$ cat src/rtl/i3wf_pkg.sv
// ---------------------------------------------------------------------------
// i3wf_pkg: shared types and constants of the 3x3 window filter
// Sizes of the line stores and counters, filter mode codes, register
// indexes and the packed words that cross module boundaries.
// ---------------------------------------------------------------------------
`default_nettype none

package i3wf_pkg;

	// Frame geometry limits.
	localparam int MAX_WIDTH    = 1024;
	localparam int PIXEL_BITS   = 8;
	localparam int HEIGHT_LIMIT = 4096;

	// Register field widths as seen on the configuration port.
	localparam int MODE_W   = 2;
	localparam int WIDTH_W  = 11;
	localparam int HEIGHT_W = 13;

	// Counter widths: a column address, a width value and a row count.
	localparam int COL_AW = $clog2(MAX_WIDTH);
	localparam int COL_CW = $clog2(MAX_WIDTH + 1);
	localparam int ROW_W  = $clog2(HEIGHT_LIMIT + 1);
	localparam int EMIT_W = $clog2(MAX_WIDTH * HEIGHT_LIMIT);
	localparam int DIV_CW = $clog2(EMIT_W + 1);

	// Configuration port.
	localparam int APB_AW = 4;
	localparam int APB_DW = 32;

	// Kernel arithmetic widths.
	localparam int WIN_TAPS  = 9;
	localparam int LAP_GAIN  = 4;
	localparam int ROW_SUM_W = PIXEL_BITS + 2;
	localparam int SUM_W     = PIXEL_BITS + 4;
	localparam int LAP_W     = PIXEL_BITS + 4;
	localparam int SHARP_W   = PIXEL_BITS + 5;

	// Division by nine as a multiplication by a rounded-up reciprocal.
	// Exact for every dividend below two to the power of the shift.
	localparam int RECIP_SHIFT = 15;
	localparam int RECIP_NINE  = ((1 << RECIP_SHIFT) + WIN_TAPS - 1) / WIN_TAPS;
	localparam int RECIP_W     = $clog2(RECIP_NINE + 1);
	localparam int PROD_W      = SUM_W + RECIP_W;

	typedef enum logic [MODE_W-1:0] {
		MODE_INVERT  = 2'd0,
		MODE_BOX     = 2'd1,
		MODE_EDGE    = 2'd2,
		MODE_SHARPEN = 2'd3
	} mode_t;

	typedef enum logic [1:0] {
		REG_MODE     = 2'd0,
		REG_WIDTH    = 2'd1,
		REG_HEIGHT   = 2'd2,
		REG_GRAY_MAX = 2'd3
	} reg_idx_t;

	typedef struct packed {
		logic [PIXEL_BITS-1:0] in_pixel;
		logic                  is_flush;
	} in_word_t;

	typedef struct packed {
		logic [PIXEL_BITS-1:0] out_pixel;
		logic                  frame_last;
	} out_word_t;

	// One new column of the window: rows above, middle and current.
	typedef struct packed {
		logic [PIXEL_BITS-1:0] up;
		logic [PIXEL_BITS-1:0] mid;
		logic [PIXEL_BITS-1:0] pix;
	} col_word_t;

	// Per-item control decided when the item is accepted.
	typedef struct packed {
		logic result;
		logic border;
		logic last;
	} item_ctl_t;

	typedef struct packed {
		logic      valid;
		col_word_t col;
		item_ctl_t ctl;
	} kern_in_t;

endpackage

`default_nettype wire

$ cat src/rtl/i3wf_kernel.sv
// ---------------------------------------------------------------------------
// i3wf_kernel: 3x3 window and filter arithmetic
// Shifts a new column into the window, forms the sums in one stage and
// the divided, clamped and selected result in the output register.
// ---------------------------------------------------------------------------
`default_nettype none

module i3wf_kernel (
	input  logic                            clk,
	input  logic                            arst_n,
	input  logic                            adv,
	input  i3wf_pkg::kern_in_t              kin,
	input  i3wf_pkg::mode_t                 mode,
	input  logic [i3wf_pkg::PIXEL_BITS-1:0] gray_max,
	output logic                            out_valid,
	output i3wf_pkg::out_word_t             out_data
);

	import i3wf_pkg::*;

	logic [PIXEL_BITS-1:0] win_q [3][3];
	logic [PIXEL_BITS-1:0] nw [3][3];
	logic [ROW_SUM_W-1:0]  row_sum [3];
	logic [SUM_W-1:0]      sum9;
	logic [LAP_W-1:0]      lap_pos;
	logic [LAP_W-1:0]      lap_neg;
	logic [LAP_W-1:0]      lap;
	logic [SHARP_W-1:0]    sharp;

	logic                  s2_valid;
	logic [PIXEL_BITS-1:0] p_s2;
	logic [SUM_W-1:0]      sum_s2;
	logic [LAP_W-1:0]      lap_s2;
	logic [SHARP_W-1:0]    sharp_s2;
	logic                  border_s2;
	logic                  last_s2;

	logic [LAP_W-1:0]      lap_abs;
	logic [SUM_W-1:0]      div_in;
	logic [PROD_W-1:0]     prod;
	logic [PIXEL_BITS-1:0] quot;
	logic [PIXEL_BITS-1:0] inv;
	logic [PIXEL_BITS-1:0] clamp;
	logic [PIXEL_BITS-1:0] value;

	// Window after this item's column has been shifted in.
	always_comb begin
		for (int r = 0; r < 3; r++) begin
			nw[r][0] = win_q[r][1];
			nw[r][1] = win_q[r][2];
		end
		nw[0][2] = kin.col.up;
		nw[1][2] = kin.col.mid;
		nw[2][2] = kin.col.pix;
	end

	// Sums for box mean, Laplacian and sharpen, as a small adder tree.
	always_comb begin
		for (int r = 0; r < 3; r++) begin
			row_sum[r] = ROW_SUM_W'(nw[r][0]) + ROW_SUM_W'(nw[r][1])
				+ ROW_SUM_W'(nw[r][2]);
		end
		sum9 = SUM_W'(row_sum[0]) + SUM_W'(row_sum[1]) + SUM_W'(row_sum[2]);
		lap_pos = LAP_W'(nw[1][1]) * LAP_W'(LAP_GAIN);
		lap_neg = LAP_W'(nw[0][1]) + LAP_W'(nw[2][1]) + LAP_W'(nw[1][0])
			+ LAP_W'(nw[1][2]);
		lap = lap_pos - lap_neg;
		sharp = SHARP_W'(nw[1][1]) * SHARP_W'(WIN_TAPS)
			- (SHARP_W'(sum9) - SHARP_W'(nw[1][1]));
	end

	// Window and sum stage.
	always_ff @(posedge clk or negedge arst_n) begin
		if (!arst_n) begin
			s2_valid <= 1'b0;
			for (int r = 0; r < 3; r++) begin
				for (int c = 0; c < 3; c++) begin
					win_q[r][c] <= '0;
				end
			end
		end else if (adv) begin
			s2_valid <= kin.valid && kin.ctl.result;
			if (kin.valid) begin
				win_q     <= nw;
				p_s2      <= nw[1][1];
				sum_s2    <= sum9;
				lap_s2    <= lap;
				sharp_s2  <= sharp;
				border_s2 <= kin.ctl.border;
				last_s2   <= kin.ctl.last;
			end
		end
	end

	// Division by nine is shared between box mean and Laplacian.
	always_comb begin
		lap_abs = lap_s2[LAP_W-1] ? (~lap_s2 + LAP_W'(1)) : lap_s2;
		div_in  = (mode == MODE_BOX) ? sum_s2 : SUM_W'(lap_abs);
		prod    = PROD_W'(div_in) * PROD_W'(RECIP_NINE);
		quot    = prod[RECIP_SHIFT +: PIXEL_BITS];
		inv     = gray_max - p_s2;
	end

	// Sharpen result is clamped to the gray range.
	always_comb begin
		if (sharp_s2[SHARP_W-1]) begin
			clamp = '0;
		end else if (sharp_s2[SHARP_W-2:0] > (SHARP_W-1)'(gray_max)) begin
			clamp = gray_max;
		end else begin
			clamp = sharp_s2[PIXEL_BITS-1:0];
		end
	end

	// Mode selection; border pixels copy the centre or give zero.
	always_comb begin
		unique case (mode)
			MODE_INVERT:  value = inv;
			MODE_BOX:     value = border_s2 ? p_s2 : quot;
			MODE_EDGE:    value = border_s2 ? '0 : quot;
			MODE_SHARPEN: value = border_s2 ? '0 : clamp;
			default:      value = inv;
		endcase
	end

	// Output register.
	always_ff @(posedge clk or negedge arst_n) begin
		if (!arst_n) begin
			out_valid <= 1'b0;
		end else if (adv) begin
			out_valid <= s2_valid;
			if (s2_valid) begin
				out_data.out_pixel  <= value;
				out_data.frame_last <= last_s2;
			end
		end
	end

endmodule

`default_nettype wire

$ cat config.mk
export PLATFORM = sky130hd
export DESIGN_NAME = i3wf_kernel
export DESIGN_NICKNAME = d
export VERILOG_FILES = /design/src/rtl/i3wf_pkg.sv /design/src/rtl/i3wf_kernel.sv
export SDC_FILE = /design/constraint.sdc
export NUM_CORES = 1
export LEC_CHECK = 0
export BUFFER_PORTS_ARGS = -buffer_cell sky130_fd_sc_hd__buf_4
export CAP_MARGIN = 20
export CORE_ASPECT_RATIO = 1.5
export CORE_UTILIZATION = 45
export CTS_CLUSTER_DIAMETER = 120
export DETAILED_ROUTE_END_ITERATION = 8
export SETUP_SLACK_MARGIN = 0.2
export SYNTH_ARGS = -nofsm -noshare
export SYNTH_HDL_FRONTEND = slang
export SYNTH_SLANG_ARGS = --single-unit
$ cat constraint.sdc
create_clock -name clk -period 16.3 [get_ports clk]
set_input_delay 0 -clock clk [delete_from_list [all_inputs] [get_ports clk]]
set_output_delay 0 -clock clk [all_outputs]
set_load 0.02 [all_outputs]
==> results.yml <==
finish:
  final_core_util: 0.512
  syn_to_final_growth_pct: 12.2
  drive_above_1_share: 0.0907
  num_antenna_cells: 0
  final_nets: 1339
  final_common_cell: "inv_1"
  mostFrequentLayoutCells: "inv_1 (190), ha_1 (139), fa_1 (105)"
critical_path:
  cp-start-kind: "flip-flop"
  rr_endpoint: "sharp_s2[12]$_DFFE_PP_"
  crit_path_max_fanout: 7
  arrival_ns: 7.11
  cp-end-kind: "flip-flop"
  ff2ff_path_depth: 26
  r2r_slack_ns: 9.33
  required_ns: 16.44
  r2r_start: "nw[34]$_DFFE_PN0P_"
  worstSetupPathType: "reg -> reg"
floorplan:
  dieArea_um2: 23200
  initial_core_util: 0.456
  fp.dieW_um: 125
  fp-row-count: 67
  core_area_um2: 22300
  io-pin-count: 51
  die_h_um: 186
timing:
  min_period_ns: 6.97
  setup_violations: 0
  fin_skew_ns: 0.00489
  fin_tns_setup_ns: 0
  worst_pin_slew_ns: 1.01
  slew_violations: 0
  finalCritPeriodShare: 0.427
  rsz0062_at_grt: "false"
  max_freq_mhz: 144
  relSlewSlack: 0.327
  hold_viol: 0
worst_hold_path:
  hold_start: "kin[14]"
  min_to: "nw[35]$_DFFE_PN0P_"
  min_path_cells: 3
  hold_class: "in -> reg"
flow_run:
  drv_cap: 0
global_routing:
  busiest_layer: "met2"
  grt_usage: 0.195
  grt_pass1_vias: 7013
  overflow: 0
  grt_max_degree: 88
  antenna_found_initial: 0
  grt_pass1_wl_mm: 34.6
  met3_usage: 0.0272
  gr-usage-met1: 0.211
  grtUsageMet2: 0.391
detailed_routing:
  drt_wl_total_mm: 21.0
  drt_iter0_drc: 253
  avgViaCountPerCell: 5.09
  drtAntennaViolNets: 0
  route.detailed.drc: 4
  firstDrtPassIters: 7
  wl_per_cell_um: 15.7
  vias: 6797
clock_tree:
  cts.path.max_buffers: 2
  cts_buffers: 9
  cts.sinks: 105
  htree_levels: 3
  cts-root-buf: "clkbuf_16"
  clk_latency_ns: 0.36
  clk_pin_slew_ns: 0.07
  cts_setup_buffers: 0
  cts_tree: "done"
  cts_resized: 0
  postCtsHoldBufs: 26
synthesis:
  ys_warn_count: 0
  ys_seq_area_frac: 0.285
  netlist-cell-type-count: 58
  synth_enable_flop_cells: 55
  syn_nets: 1266
  synth.avg_cell_area_um2: 10.4
  synth_area_um2: 10200
  synth-main-ff-cell: "edfxtp_1"
  async_reset_ff_frac: 0.476
  syn-instance-count: 981
  ys_seq_elements: 105
place:
  post-dp-hpwl_mm: 17.8
  place.gp.congestion: 0.845
  port_buffers: 50
run_status:
  failed_checks: "DRC"
  status: "finished, violations left"
[final cells by class]
class                      instances  area (um^2)
clock buffer                      11          243
clock inverter                     5         55.1
fill                            2134        10900
inverter                         191          717
multi-input combinational        667         6490
sequential                       105         2900
tap                              276          345
timing repair buffer              80          666
[cell usage after synthesis, drive strengths merged (4+ instances only)]
master	n	area share
nand2b	4	0.0025
mux2	11	0.012
or3	7	0.0043
o31ai	5	0.0042
dfrtp	50	0.12
nor3	13	0.0064
fa	105	0.21
clkbuf	12	0.0044
nor2	24	0.0089
edfxtp	55	0.16
inv	191	0.070
xor2	23	0.020
o21ai	73	0.036
nand3b	4	0.0030
ha	139	0.17
o21a	8	0.0059
a21oi	43	0.022
xnor2	35	0.030
a21o	13	0.0096
o211ai	6	0.0049
o21bai	8	0.0059
o22ai	6	0.0037
or2	4	0.0025
nor2b	12	0.0074
nand2	73	0.027
buf	6	0.0027
mux2i	7	0.0069
maj3	4	0.0041
[registers in the layout (all words and copies together), names as in the netlist]
signal,count
out_valid,1
out_data,9
sharp_s2,12
s2_valid,1
border_s2,1
last_s2,1
p_s2,8
nw,48
sum_s2,12
lap_s2,12
[metal layers]
layer / up-vias / wire [um]
met1: 3331 / 8110
met3: 13 / 399
li1: 3396 / -
met5: - / 0
met4: 0 / 288
met2: 57 / 12200
[worst max-delay path, cell delays in order (launching register included)]
cell and delay [ns]:
dfrtp_1 0.52, fa_1 0.49, fa_1 0.48, fa_1 0.54
inv_1 0.05, fa_1 0.46, inv_1 0.07, ha_1 0.18
inv_1 0.06, fa_1 0.40, inv_1 0.07, a21oi_1 0.07
o21bai_1 0.20, xor2_1 0.20, inv_1 0.06, ha_1 0.27
ha_1 0.28, inv_1 0.05, fa_1 0.49, inv_1 0.04
ha_1 0.31, a21boi_0 0.16, o21ai_0 0.24, a21oi_1 0.12
o21ai_0 0.20, or4b_2 0.59, o311ai_0 0.13
[metrics by stage]
stage | setup WS (ns) | hold slack, ns | instance area [um^2] | cells
2_1_floorplan | 9.83 | -0.296 | 10200 | 981
3_3_place_gp | 9.48 | -0.0560 | 10900 | 1293
3_5_place_dp | 9.32 | -0.0564 | 10900 | 1293
4_1_cts | 9.29 | 0.00327 | 11400 | 1335
5_1_grt | 8.82 | 0.0151 | 11400 | 1335
6_report | 9.33 | 0.00751 | 11400 | 1335
[logic make-up (layout without fill, tap and decap cells)]
kind of cell	after synthesis	after routing	synth area share
AND/OR/NAND/NOR	156	156	0.0717
adder cells (fa/ha/maj)	248	248	0.382
multiplexers	18	18	0.0191
AO/OA/AOI/OAI	187	187	0.115
flip-flops	105	105	0.285
buffers and inverters	209	287	0.0776
XOR/XNOR	58	58	0.0499
[how the worst max path moves through the flow]
stage | startpoint | endpoint | slack, ns
detailed placement | nw[34]$_DFFE_PN0P_ | sharp_s2[12]$_DFFE_PP_ | 9.32
CTS | nw[34]$_DFFE_PN0P_ | sharp_s2[12]$_DFFE_PP_ | 9.29
finish | nw[34]$_DFFE_PN0P_ | sharp_s2[12]$_DFFE_PP_ | 9.33
global placement | nw[34]$_DFFE_PN0P_ | sharp_s2[12]$_DFFE_PP_ | 9.48
floorplan | nw[10]$_DFFE_PN0P_ | sharp_s2[12]$_DFFE_PP_ | 9.83
global route | nw[34]$_DFFE_PN0P_ | sharp_s2[12]$_DFFE_PP_ | 8.82
Power is left out: the tool's default activity adds up to more than one toggle a clock period on the data nets, which glitch-free logic cannot reach.
